<file path="src/i2cbm_pkg.sv">
package i2cbm_pkg;

    localparam int unsigned TICKS_W     = 16;
    localparam logic [TICKS_W-1:0] TICKS_RESET = 16'd80;

    typedef enum logic [2:0] {
        OP_IDLE  = 3'd0,
        OP_START = 3'd1,
        OP_WRITE = 3'd2,
        OP_READ  = 3'd3,
        OP_STOP  = 3'd4
    } op_t;

    // input item, last field in the lowest bits
    typedef struct packed {
        logic       sda_level;
        logic       send_ack;
        logic [7:0] data_byte;
        logic [2:0] command;
    } cmd_t;

    // result item, last field in the lowest bits
    typedef struct packed {
        logic       nack_seen;
        logic [7:0] read_byte;
        logic       done_res;
        logic       busy_res;
        logic       sda_low;
        logic       scl_low;
    } result_t;

endpackage

</file>
<file path="src/i2cbm_seq.sv">
module i2cbm_seq #(
    parameter int unsigned COUNTER_WIDTH = 16
) (
    input  logic                              aclk,
    input  logic                              aresetn,
    input  logic                              step_en,
    input  i2cbm_pkg::cmd_t                   item,
    input  logic [i2cbm_pkg::TICKS_W-1:0]     ticks,
    output i2cbm_pkg::result_t                res
);
    import i2cbm_pkg::*;

    localparam logic [32:0] CNT_MAX_W = (33'd1 << COUNTER_WIDTH) - 33'd1;
    localparam logic [31:0] CNT_MAX   = CNT_MAX_W[31:0];

    op_t                      op_reg, op_next;
    logic [4:0]               step_reg, step_next;
    logic [COUNTER_WIDTH-1:0] cnt_reg, cnt_next;
    logic [7:0]               shift_reg, shift_next;
    logic                     scl_reg, scl_next;
    logic                     sda_reg, sda_next;
    logic                     nack_reg, nack_next;
    logic                     ack_reg, ack_next;
    logic [7:0]               rd_reg, rd_next;

    logic                     exec;
    logic                     last;
    logic [TICKS_W-1:0]       ticks_m1;
    logic [31:0]              ticks_m1_w;
    logic [COUNTER_WIDTH-1:0] load;

    // zero acts as one tick; saturate to what the counter holds
    always_comb begin
        ticks_m1   = (ticks == '0) ? '0 : ticks - 1'b1;
        ticks_m1_w = 32'(ticks_m1);
        load = (ticks_m1_w > CNT_MAX) ? CNT_MAX[COUNTER_WIDTH-1:0]
                                      : ticks_m1_w[COUNTER_WIDTH-1:0];
    end

    always_comb begin
        op_next    = op_reg;
        step_next  = step_reg;
        cnt_next   = cnt_reg;
        shift_next = shift_reg;
        scl_next   = scl_reg;
        sda_next   = sda_reg;
        nack_next  = nack_reg;
        ack_next   = ack_reg;
        rd_next    = rd_reg;
        exec       = 1'b0;
        last       = 1'b0;

        if (op_reg == OP_IDLE) begin
            if (item.command >= 3'(OP_START) && item.command <= 3'(OP_STOP)) begin
                op_next    = op_t'(item.command);
                step_next  = '0;
                shift_next = (item.command == 3'(OP_WRITE)) ? item.data_byte : 8'd0;
                if (item.command == 3'(OP_READ)) begin
                    ack_next = item.send_ack;
                end
                exec = 1'b1;
            end
        end else if (cnt_reg != '0) begin
            cnt_next = cnt_reg - 1'b1;
        end else begin
            step_next = step_reg + 5'd1;
            exec      = 1'b1;
        end

        if (exec) begin
            unique case (op_next)
                OP_START: begin
                    unique case (step_next)
                        5'd0:    sda_next = 1'b0;
                        5'd1:    scl_next = 1'b0;
                        5'd2:    sda_next = 1'b1;
                        default: begin
                            scl_next = 1'b1;
                            last     = 1'b1;
                        end
                    endcase
                end
                OP_STOP: begin
                    unique case (step_next)
                        5'd0:    sda_next = 1'b1;
                        5'd1:    scl_next = 1'b0;
                        default: begin
                            sda_next = 1'b0;
                            last     = 1'b1;
                        end
                    endcase
                end
                OP_WRITE: begin
                    priority if (step_next == 5'd18) begin
                        scl_next = 1'b1;
                        last     = 1'b1;
                    end else if (step_next[0]) begin
                        scl_next = 1'b0;
                        // acknowledge bit sampled while SCL is released
                        if (step_next == 5'd17) begin
                            nack_next = item.sda_level;
                        end
                    end else begin
                        if (step_next != 5'd0) begin
                            scl_next = 1'b1;
                        end
                        if (step_next == 5'd16) begin
                            sda_next = 1'b0;
                        end else begin
                            // the byte latched on the accepting tick drives bit 7 at once
                            sda_next   = ~shift_next[7];
                            shift_next = {shift_next[6:0], 1'b0};
                        end
                    end
                end
                OP_READ: begin
                    priority if (step_next == 5'd0) begin
                        sda_next = 1'b0;
                    end else if (step_next == 5'd18) begin
                        scl_next = 1'b1;
                        rd_next  = shift_reg;
                        last     = 1'b1;
                    end else if (step_next[0]) begin
                        scl_next = 1'b0;
                        if (step_next <= 5'd15) begin
                            shift_next = {shift_reg[6:0], item.sda_level};
                        end
                    end else begin
                        scl_next = 1'b1;
                        if (step_next == 5'd16) begin
                            sda_next = ack_reg;
                        end
                    end
                end
                default: last = 1'b1;
            endcase

            if (last) begin
                op_next   = OP_IDLE;
                step_next = '0;
                cnt_next  = '0;
            end else begin
                cnt_next = load;
            end
        end
    end

    always_comb begin
        res.scl_low   = scl_next;
        res.sda_low   = sda_next;
        res.busy_res  = (op_next != OP_IDLE);
        res.done_res  = exec & last;
        res.read_byte = rd_next;
        res.nack_seen = nack_next;
    end

    always_ff @(posedge aclk) begin
        if (!aresetn) begin
            op_reg    <= OP_IDLE;
            step_reg  <= '0;
            cnt_reg   <= '0;
            shift_reg <= '0;
            scl_reg   <= 1'b0;
            sda_reg   <= 1'b0;
            nack_reg  <= 1'b0;
            ack_reg   <= 1'b0;
            rd_reg    <= '0;
        end else if (step_en) begin
            op_reg    <= op_next;
            step_reg  <= step_next;
            cnt_reg   <= cnt_next;
            shift_reg <= shift_next;
            scl_reg   <= scl_next;
            sda_reg   <= sda_next;
            nack_reg  <= nack_next;
            ack_reg   <= ack_next;
            rd_reg    <= rd_next;
        end
    end

endmodule

</file>
<file path="src/i2c_bit_level_master_top.sv">
// Open-drain I2C bit engine advanced by one timebase tick per input transfer.
// Every accepted transfer produces exactly one result transfer showing the
// pin drives, busy, done, last read byte and last write's nack after that
// tick. One transfer is accepted per clock: the sequencer updates its state
// in the accepting cycle and the result lands in a single output register,
// so the input stalls only while that register holds an untaken result.
// A command (start, write, read, stop) is taken only while not busy; each
// pin step is held for cfg_data ticks (zero behaves as one). Configuration
// writes are accepted at any cycle and must be issued while idle.
module i2c_bit_level_master_top #(
    parameter int unsigned COUNTER_WIDTH = 16
) (
    input  logic        aclk,
    input  logic        aresetn,
    input  logic        s_axis_tvalid,
    output logic        s_axis_tready,
    // command[2:0], data_byte[10:3], send_ack[11], sda_level[12], zero[15:13]
    input  logic [15:0] s_axis_tdata,
    output logic        m_axis_tvalid,
    input  logic        m_axis_tready,
    // scl_low[0], sda_low[1], busy_res[2], done_res[3], read_byte[11:4],
    // nack_seen[12], zero[15:13]
    output logic [15:0] m_axis_tdata,
    input  logic        cfg_valid,
    output logic        cfg_ready,
    input  logic [15:0] cfg_data
);
    import i2cbm_pkg::*;

    logic [TICKS_W-1:0] ticks_reg;
    logic               out_valid_reg;
    result_t            out_reg;
    result_t            res;
    cmd_t               item;
    logic               s_xfer;

    assign item          = cmd_t'(s_axis_tdata[12:0]);
    assign s_axis_tready = ~out_valid_reg | m_axis_tready;
    assign s_xfer        = s_axis_tvalid & s_axis_tready;
    assign cfg_ready     = 1'b1;
    assign m_axis_tvalid = out_valid_reg;
    assign m_axis_tdata  = {3'b000, out_reg};

    i2cbm_seq #(
        .COUNTER_WIDTH (COUNTER_WIDTH)
    ) u_seq (
        .aclk    (aclk),
        .aresetn (aresetn),
        .step_en (s_xfer),
        .item    (item),
        .ticks   (ticks_reg),
        .res     (res)
    );

    always_ff @(posedge aclk) begin
        if (!aresetn) begin
            ticks_reg <= TICKS_RESET;
        end else if (cfg_valid) begin
            ticks_reg <= cfg_data;
        end
    end

    always_ff @(posedge aclk) begin
        if (!aresetn) begin
            out_valid_reg <= 1'b0;
        end else if (s_xfer) begin
            out_valid_reg <= 1'b1;
        end else if (m_axis_tready) begin
            out_valid_reg <= 1'b0;
        end
    end

    always_ff @(posedge aclk) begin
        if (s_xfer) begin
            out_reg <= res;
        end
    end

    a_done_not_busy: assert property (@(posedge aclk) disable iff (!aresetn)
        out_valid_reg && out_reg.done_res |-> !out_reg.busy_res)
        else $error("done reported while still busy");

    a_stall_only_full: assert property (@(posedge aclk) disable iff (!aresetn)
        !s_axis_tready |-> out_valid_reg && !m_axis_tready)
        else $error("input stalled without a pending result");

    a_result_follows: assert property (@(posedge aclk) disable iff (!aresetn)
        s_xfer |=> m_axis_tvalid)
        else $error("accepted tick produced no result");

endmodule

</file>
<file path="config.mk">
export PLATFORM = sky130hd
export DESIGN_NAME = i2c_bit_level_master_top
export DESIGN_NICKNAME = d
export VERILOG_FILES = /design/src/i2cbm_pkg.sv /design/src/i2cbm_seq.sv /design/src/i2c_bit_level_master_top.sv
export SDC_FILE = /design/constraint.sdc
export NUM_CORES = 1
export LEC_CHECK = 0
export BUFFER_PORTS_ARGS = -buffer_cell sky130_fd_sc_hd__buf_2
export CORE_ASPECT_RATIO = 1.25
export CORE_MARGIN = 3
export CORE_UTILIZATION = 30
export CTS_BUF_LIST = sky130_fd_sc_hd__clkbuf_8
export DETAILED_ROUTE_END_ITERATION = 7
export PLACE_DENSITY_LB_ADDON = 0.3
export REMOVE_ABC_BUFFERS = 1
export SLEW_MARGIN = 20
export SYNTH_ARGS = -nofsm -noshare
export SYNTH_HDL_FRONTEND = slang
export SYNTH_SLANG_ARGS = --single-unit
</file>
<file path="constraint.sdc">
create_clock -name aclk -period 4.26 [get_ports aclk]
set_clock_uncertainty 0.15 [all_clocks]
set_input_delay 0.213 -clock aclk [delete_from_list [all_inputs] [get_ports aclk]]
set_output_delay 0.213 -clock aclk [all_outputs]
set_load 0.005 [all_outputs]
</file>
==> flow_metrics.py, run 1 <==
metrics = {
    "outcome": {
        "status": "finished, final reports clean",
    },
    "job": {
        "cap_violations": 0,
    },
    "power": {
        "peakVddDrop_uv": 217,
        "leakagePower_nw": 1.99,
        "power.density_mw_per_mm2": 351,
    },
    "setup_path": {
        "crit_arrival_ns": 3.69,
        "r2r_cells": 10,
        "rr_startpoint": "u_seq.cnt_reg[0]$_SDFFE_PN0P_",
        "startpoint": "u_seq.cnt_reg[0]$_SDFFE_PN0P_",
        "critPathMaxFanout": 12,
        "reg2reg_slack_ns": 0.66,
        "worstSetupPathType": "register to register",
        "cp.required_ns": 4.34,
        "crit_end": "u_seq.shift_reg[0]$_SDFFE_PN0P_",
        "crit_path_end_kind": "register",
        "worstReg2RegEnd": "u_seq.shift_reg[0]$_SDFFE_PN0P_",
        "critPathLaunchType": "register",
    },
    "clock_network": {
        "cts.path.max_buffers": 2,
        "clk_latency_ns": 0.37,
        "cts-resized-gates": 0,
        "clkSinkCount": 74,
        "clk_pin_slew_ns": 0.08,
        "cts_tree": "built",
        "htree_levels": 3,
        "clockRootBuffer": "clkbuf_8",
        "cts_inserted_buffers": 9,
    },
    "floorplan": {
        "core_sq_mm": 0.0145,
        "die_width_um": 116,
        "start_util_pct": 31.0,
        "num_rows": 49,
        "dieArea_sq_mm": 0.0165,
        "die_y_um": 143,
        "io_pins": 56,
    },
    "grt": {
        "track_usage_pct": 14.2,
        "antenna_found_initial": 0,
        "first_global_vias": 3995,
        "grt_pass1_wl_mm": 18.9,
        "grt_max_degree": 40,
        "gr-total-overflow": 0,
    },
    "layout": {
        "num_antenna_cells": 0,
        "fin_nets": 616,
        "area_growth_pct": 15.8,
        "final_common_cell": "dfxtp_1",
        "instances_no_fill": 757,
        "layout_common_cells": "dfxtp_1 (61), nor2_1 (55), buf_2 (48)",
        "utilization_pct": 35.9,
        "n_fill_cell": 1474,
        "drive_above_1_share_pct": 17.4,
        "design_area_sq_mm": 0.00521,
    },
    "synth": {
        "syn_area_per_cell_sq_um": 8.60,
        "seq_area_frac_synth_pct": 35.8,
        "ys_dominant_reg_cell": "dfxtp_1",
        "synth_warnings": 0,
        "synth-seq-cells": 74,
        "ys_async_sr_fraction_pct": 0,
        "synth_area_sq_mm": 0.00450,
        "synth_cell_types": 74,
        "synth_edf_count": 13,
        "synth_cells": 523,
    },
    "drt": {
        "vias_per_cell": 5.42,
        "num_vias": 4102,
        "detail_route.iter0.violations": 207,
        "antenna_left": 0,
        "route.detailed.wl_per_inst_um": 15.3,
        "drc": 0,
        "dr.pass1.iters": 5,
        "routed_wl_mm": 11.6,
    },
    "sta": {
        "rsz0062_at_grt": "false",
        "worst_pin_slew_ns": 0.834,
        "layout_min_cycle_time_ns": 3.60,
        "period_share_pct": 84.6,
        "relSlewSlack_pct": 43.3,
        "hold_violations": 0,
        "hold_ws_ns": 0.0143,
        "setup_viol": 0,
        "finalSetupTns_ns": 0,
        "fmax_mhz": 277,
        "drv_slew": 0,
    },
    "placed_design": {
        "detailed_place.area_sq_mm": 0.00485,
        "numPortBuffers": 48,
        "dp.cells": 722,
        "hpwlAfterDp_mm": 8.14,
        "place_congestion": 0.797,
    },
    "min_path": {
        "worst_hold_path_type": "input pin to register",
    },
}
-- report_power, final --
group          internal (mW)  switching, mW  total [mW]
combinational          0.204          0.314       0.518
sequential             0.760         0.0529       0.813
clock                  0.209          0.287       0.496
total                   1.17          0.654        1.83
-- through the flow --
stage	setup slack, ns	power, mW
3_3_place_gp	0.737	1.32
5_1_grt	0.329	1.94
2_1_floorplan	1.06	1.17
3_5_place_dp	0.679	1.33
6_report	0.656	1.83
4_1_cts	0.664	1.84
-- layout make-up --
class	count	area [sq um]	area share [%]
clock buffer	9	124	2.38
clock inverter	7	45.0	0.864
inverter	13	48.8	0.936
multi-input combinational	401	2670	51.2
sequential	74	1610	30.9
tap	178	223	4.27
timing repair buffer	75	490	9.41
-- worst max-delay path, cell delays in order, from the launching register on --
cell	delay, ns
dfxtp_1	0.35
inv_1	0.10
ha_1	0.20
nor4b_1	0.37
nand4_2	0.40
o311a_1	0.50
a211oi_1	0.45
nor2b_1	0.64
a211oi_1	0.11
a21oi_1	0.14
a21oi_1	0.07
-- layer usage --
layer	GRT usage (%)	vias up	share of wire [%]
li1	-	2048	-
met1	16.3	1917	43
met2	25.6	114	51
met3	3.31	23	4.7
met4	4.82	0	2.0
met5	0	-	0
-- synth_stat cells (all sizes together), types with 8 or more instances --
cell type | instances | area share, %
buf | 12 | 1.8
a211oi | 9 | 1.5
mux2i | 27 | 6.1
edfxtp | 13 | 8.7
nor4 | 14 | 2.6
o21ai | 37 | 4.1
nor2 | 55 | 4.6
a21oi | 47 | 5.4
or3 | 13 | 1.8
mux2 | 13 | 3.3
dfxtp | 61 | 27
clkbuf | 25 | 2.1
nand3 | 16 | 1.8
xnor2 | 12 | 2.3
nand2 | 30 | 2.5
nor3 | 16 | 2.0
a31oi | 8 | 1.1
inv | 11 | 0.92
-- kinds of logic after synthesis --
kind of cell | count (synthesis) | share of synthesized area [%]
buffers and inverters | 50 | 5.03
multiplexers | 40 | 9.34
XOR/XNOR | 19 | 3.70
AND/OR/NAND/NOR | 177 | 20.6
AO/OA/AOI/OAI | 156 | 23.9
flip-flops | 74 | 35.8
other | 2 | 0.167
adder cells (fa/ha/maj) | 5 | 1.39
-- worst min-delay path by stage --
stage                     startpoint                         endpoint  slack, ns  cells after the start
floorplan                    aresetn        ticks_reg[4]$_SDFFE_PN1P_       0.12                      1
global placement         cfg_data[6]        ticks_reg[6]$_SDFFE_PN1P_       0.28                      3
detailed placement       cfg_data[6]        ticks_reg[6]$_SDFFE_PN1P_       0.29                      3
CTS                 s_axis_tdata[12]  u_seq.shift_reg[0]$_SDFFE_PN0P_     0.0004                      3
global route        s_axis_tdata[12]  u_seq.shift_reg[0]$_SDFFE_PN0P_      0.006                      3
finish              s_axis_tdata[12]  u_seq.shift_reg[0]$_SDFFE_PN0P_       0.01                      3
-- repair_timing --
| item | in CTS | in global routing |
|---|---|---|
| buffers inserted | 0 | 0 |
| endpoints found under the hold margin | 18 | 0 |
| hold buffers | 19 | 0 |
(Power assumes the default switching activity.)
==> inputs of run 2 (changes only) <==
- clock period: 4.26 -> 3.19 ns (I/O delays scaled with it)
==> flow_metrics.py, run 2 (synthesized netlist as in run 1, its figures left out) <==
metrics = {
    "outcome": {
        "status": "finished, final reports clean",
    },
    "sta": {
        "relSlewSlack_pct": 51.6,
        "setup_ws_ns": 0.0824,
        "setup_viol": 0,
        "hold_violations": 0,
        "hold_ws_ns": 0.0269,
        "period_share_pct": 97.4,
        "layout_min_cycle_time_ns": 3.11,
        "worst_pin_slew_ns": 0.722,
        "drv_slew": 0,
        "fmax_mhz": 322,
        "finalSetupTns_ns": 0,
    },
    "drt": {
        "drc": 0,
        "vias_per_cell": 5.43,
        "num_vias": 4294,
        "antenna_left": 0,
        "detail_route.iter0.violations": 215,
        "dr.pass1.iters": 6,
        "routed_wl_mm": 12.4,
        "route.detailed.wl_per_inst_um": 15.7,
    },
    "floorplan": {
        "die_y_um": 143,
        "die_width_um": 116,
        "core_sq_mm": 0.0145,
        "dieArea_sq_mm": 0.0165,
        "start_util_pct": 31.0,
        "num_rows": 49,
        "io_pins": 56,
    },
    "placed_design": {
        "detailed_place.area_sq_mm": 0.00509,
        "dp_slack_ns": -0.0148,
        "place_congestion": 0.821,
        "numPortBuffers": 48,
        "hpwlAfterDp_mm": 8.81,
    },
    "layout": {
        "fin_nets": 650,
        "utilization_pct": 38.1,
        "design_area_sq_mm": 0.00554,
        "final_common_cell": "dfxtp_1",
        "multi_input_area_sq_mm": 0.00272,
        "seqCellArea_sq_mm": 0.00161,
        "layout_common_cells": "dfxtp_1 (61), nor2_1 (53), buf_2 (48)",
        "n_fill_cell": 1476,
        "num_antenna_cells": 0,
        "drive_above_1_share_pct": 22.5,
        "area_growth_pct": 23.2,
    },
    "min_path": {
        "worst_hold_path_type": "input pin to register",
    },
    "grt": {
        "grt_max_degree": 39,
        "first_global_vias": 4335,
        "antenna_found_initial": 0,
        "track_usage_pct": 15.5,
        "gr-total-overflow": 0,
        "grt_pass1_wl_mm": 20.6,
    },
    "setup_path": {
        "crit_path_end_kind": "register",
        "critPathMaxFanout": 7,
        "cp.required_ns": 3.29,
        "worstSetupPathType": "input pin to register",
        "crit_arrival_ns": 3.21,
        "critPathLaunchType": "input pin",
    },
    "power": {
        "peakVddDrop_uv": 298,
        "clockPowerShare_pct": 27.8,
        "leakagePower_nw": 2.18,
        "p_sw_share_pct": 34.3,
        "power.switching_mw": 0.886,
        "comb_power_share_pct": 30.3,
        "p_seq_share_pct": 41.9,
        "intPower_mw": 1.70,
        "power.density_mw_per_mm2": 466,
    },
    "clock_network": {
        "clkSinkCount": 74,
        "cts_inserted_buffers": 9,
        "cts_tree": "built",
        "clk_latency_ns": 0.37,
        "clk_pin_slew_ns": 0.08,
        "post_cts_buffers": 0,
        "htree_levels": 3,
        "cts.path.max_buffers": 2,
        "clockRootBuffer": "clkbuf_8",
    },
    "job": {
        "cap_violations": 0,
    },
}
## run 2: cell type report
class,instances,area share [%]
clock inverters,7,1.11
inverters,13,0.880
clock buffers,9,2.23
multi-input cells,401,49.1
repair buffers,109,13.5
flip-flops and latches,74,29.1
well taps,178,4.02
## run 2: power by group through the flow
stage | Combinational, mW | Sequential (mW) | Clock [mW]
2_1_floorplan | 0.474 | 1.09 | 0
3_3_place_gp | 0.732 | 1.10 | 0
3_5_place_dp | 0.748 | 1.10 | 0
4_1_cts | 0.775 | 1.08 | 0.746
5_1_grt | 0.864 | 1.09 | 0.789
6_report | 0.784 | 1.08 | 0.717
## run 2: final timing paths
path                            startpoint  slack, ns                              to  cells after the start
min reg2reg   u_seq.rd_reg[7]$_SDFFE_PN0P_       0.35    u_seq.rd_reg[7]$_SDFFE_PN0P_                      2
max reg2reg  u_seq.cnt_reg[1]$_SDFFE_PN0P_       0.15  u_seq.cnt_reg[14]$_SDFFE_PN0P_                     11
min                        s_axis_tdata[0]       0.03    u_seq.op_reg[0]$_SDFFE_PN0P_                      3
max                        s_axis_tdata[2]       0.08     u_seq.nack_reg$_SDFFE_PN0P_                     11
## run 2: repair_timing
| item | CTS | global route |
|---|---|---|
| endpoints found under the hold margin | 21 | 0 |
| setup endpoints to repair | 10 | 39 |
| resized for setup | 2 | 7 |
| hold buffers | 21 | 0 |
## run 2: per-stage QoR
step / std cells / total power, mW
floorplan: 488 / 1.57
global placement: 754 / 1.83
detailed placement: 754 / 1.85
CTS: 791 / 2.60
global route: 791 / 2.75
finish: 791 / 2.58
## run 2: metal layers
layer	up-vias	global-route usage, %	share of wire, %
met1	2039	17.1	41
met2	129	28.6	52
met3	22	3.73	4.5
met5	-	0	0
met4	0	5.81	2.1
li1	2104	-	-
## run 2: worst max-delay path, cell delays in order
cell	delay, ns
dlygate4sd3_1	0.55
buf_2	0.17
or3_1	0.42
and3_1	0.25
a2111o_1	0.40
nand3_1	0.17
buf_4	0.15
nand2_1	0.08
nor4_2	0.27
mux2_2	0.38
o21ba_2	0.20
==> inputs of run 3 (changes only) <==
- CELL_PAD_IN_SITES_DETAIL_PLACEMENT: unset -> 1
- CELL_PAD_IN_SITES_GLOBAL_PLACEMENT: unset -> 2
==> flow_metrics.py, run 3 (synthesized netlist as in run 1, its figures left out) <==
metrics = {
    "layout": {
        "area_growth_pct": 24.3,
        "num_antenna_cells": 0,
        "fin_nets": 655,
        "layout_common_cells": "dfxtp_1 (61), nor2_1 (54), buf_2 (48)",
        "seqCellArea_sq_mm": 0.00161,
        "instances_no_fill": 796,
        "drive_above_1_share_pct": 23.1,
        "final_common_cell": "dfxtp_1",
        "n_fill_cell": 1726,
        "multi_input_area_sq_mm": 0.00273,
    },
    "setup_path": {
        "crit_path_end_kind": "register",
        "critPathLaunchType": "register",
        "cp_common_cell": "buf_4",
        "crit_arrival_ns": 3.14,
        "rr_startpoint": "u_seq.cnt_reg[0]$_SDFFE_PN0P_",
        "startpoint": "u_seq.cnt_reg[0]$_SDFFE_PN0P_",
        "cp.required_ns": 3.31,
        "cpMaxStageDelayCell": "a2111o_1",
        "crit_chain": "inv_1 -> ha_1 -> nor4b_4 -> and4_1 -> a2111o_1 -> nand3_1 -> buf_4 -> nand2_1 -> nor4_4 -> buf_4 -> mux2_2 -> o21ba_2",
        "slowest_delay_ns": 0.39,
        "critPathMaxFanout": 6,
        "worstSetupPathType": "register to register",
    },
    "placed_design": {
        "dp.cells": 760,
        "place_congestion": 0.820,
        "numPortBuffers": 48,
        "hpwlAfterDp_mm": 10.4,
    },
    "clock_network": {
        "clk_latency_ns": 0.37,
        "post_cts_buffers": 0,
        "cts_inserted_buffers": 9,
        "cts.path.max_buffers": 2,
        "clk_pin_slew_ns": 0.08,
        "cts_tree": "built",
        "htree_levels": 3,
        "clkSinkCount": 74,
        "clockRootBuffer": "clkbuf_8",
    },
    "min_path": {
        "hold_start": "s_axis_tdata[2]",
        "worst_hold_path_type": "input pin to register",
    },
    "sta": {
        "relSlewSlack_pct": 49.4,
        "fmax_mhz": 332,
        "worst_pin_slew_ns": 0.755,
        "hold_violations": 0,
        "rsz0062_at_grt": "false",
        "hold_ws_ns": 0.0346,
        "layout_min_cycle_time_ns": 3.02,
        "period_share_pct": 94.5,
        "drv_slew": 0,
        "setup_viol": 0,
    },
    "job": {
        "cap_violations": 0,
    },
    "outcome": {
        "status": "finished, final reports clean",
    },
    "grt": {
        "gr-total-overflow": 0,
        "track_usage_pct": 17.6,
        "grt_max_degree": 39,
        "antenna_found_initial": 0,
        "first_global_vias": 4566,
        "grt_pass1_wl_mm": 23.0,
    },
    "power": {
        "leakagePower_nw": 2.22,
        "power.density_mw_per_mm2": 477,
        "peakVddDrop_uv": 271,
    },
    "floorplan": {
        "die_width_um": 116,
        "io_pins": 56,
        "dieArea_sq_mm": 0.0165,
        "num_rows": 49,
        "die_y_um": 143,
        "core_sq_mm": 0.0145,
        "start_util_pct": 31.0,
    },
    "drt": {
        "detail_route.iter0.violations": 165,
        "dr.pass1.iters": 4,
        "antenna_left": 0,
        "route.detailed.wl_per_inst_um": 17.8,
        "routed_wl_mm": 14.2,
        "num_vias": 4395,
        "vias_per_cell": 5.52,
        "drc": 0,
    },
}
-- run 3: cell count changes in the layout (fill, tap and decap cells not counted), sizes merged --
| cell | delta |
|---|---|
| buf | +6 |
| clkbuf | +1 |
| clkinv | -2 |
| clkinvlp | -1 |
| dlygate4sd3 | -1 |
| inv | +2 |
-- run 3: per-layer routing --
layer,part of all wire [%],GRT usage (%),vias up
met5,0,0,-
met4,2.7,7.54,0
met2,54,32.8,85
met3,2.7,2.67,25
met1,41,19.6,2156
li1,-,-,2129
-- run 3: timing repair --
action,4_1_cts,5_1_grt
resized for setup,1,9
hold buffers,20,0
hold endpoints to repair,20,0
endpoints found under the setup margin,24,38
-- run 3: stage by stage --
| step | setup WS, ns | TNS [ns] | util, % | power, mW | cell area [sq um] |
|---|---|---|---|---|---|
| after floorplan | -0.0149 | -0.0297 | - | 1.57 | 4330 |
| after global placement | 0.0253 | 0 | 35.4 | 1.88 | 5140 |
| after detailed placement | -0.114 | -0.367 | 35.4 | 1.90 | 5140 |
| after CTS | 0.00572 | 0 | 38.1 | 2.69 | 5540 |
| after global routing | 0.000447 | 0 | 38.5 | 2.84 | 5590 |
| final | 0.174 | 0 | 38.5 | 2.67 | 5590 |
-- run 3: final timing paths --
| check | end | slack, ns | cells past startpoint |
|---|---|---|---|
| max | u_seq.nack_reg$_SDFFE_PN0P_ | 0.17 | 12 |
| min | u_seq.op_reg[2]$_SDFFE_PN0P_ | 0.03 | 3 |
| max reg2reg | u_seq.nack_reg$_SDFFE_PN0P_ | 0.17 | 12 |
| min reg2reg | u_seq.rd_reg[2]$_SDFFE_PN0P_ | 0.35 | 2 |
-- run 3: cell type report --
type | instances | area share, %
multi-input combinational | 401 | 48.8
sequential | 74 | 28.8
clock inverter | 6 | 1.03
inverter | 13 | 0.873
timing repair buffer | 114 | 14.1
clock buffer | 10 | 2.46
tap | 178 | 3.98
-- run 3: where the power goes --
part | total, mW | switching (mW) | internal, mW
combinational | 0.824 | 0.477 | 0.346
sequential | 1.09 | 0.0714 | 1.01
clock | 0.757 | 0.380 | 0.378
-- run 3: worst max-delay path: cells and delay by family (launching register included) --
| kind | cells | cell delay [ns] |
|---|---|---|
| AO/OA/AOI/OAI | 2 | 0.59 |
| adder cells (fa/ha/maj) | 1 | 0.23 |
| buffers and inverters | 3 | 0.36 |
| flip-flops | 1 | 0.34 |
| multiplexers | 1 | 0.34 |
| AND/OR/NAND/NOR | 5 | 0.92 |
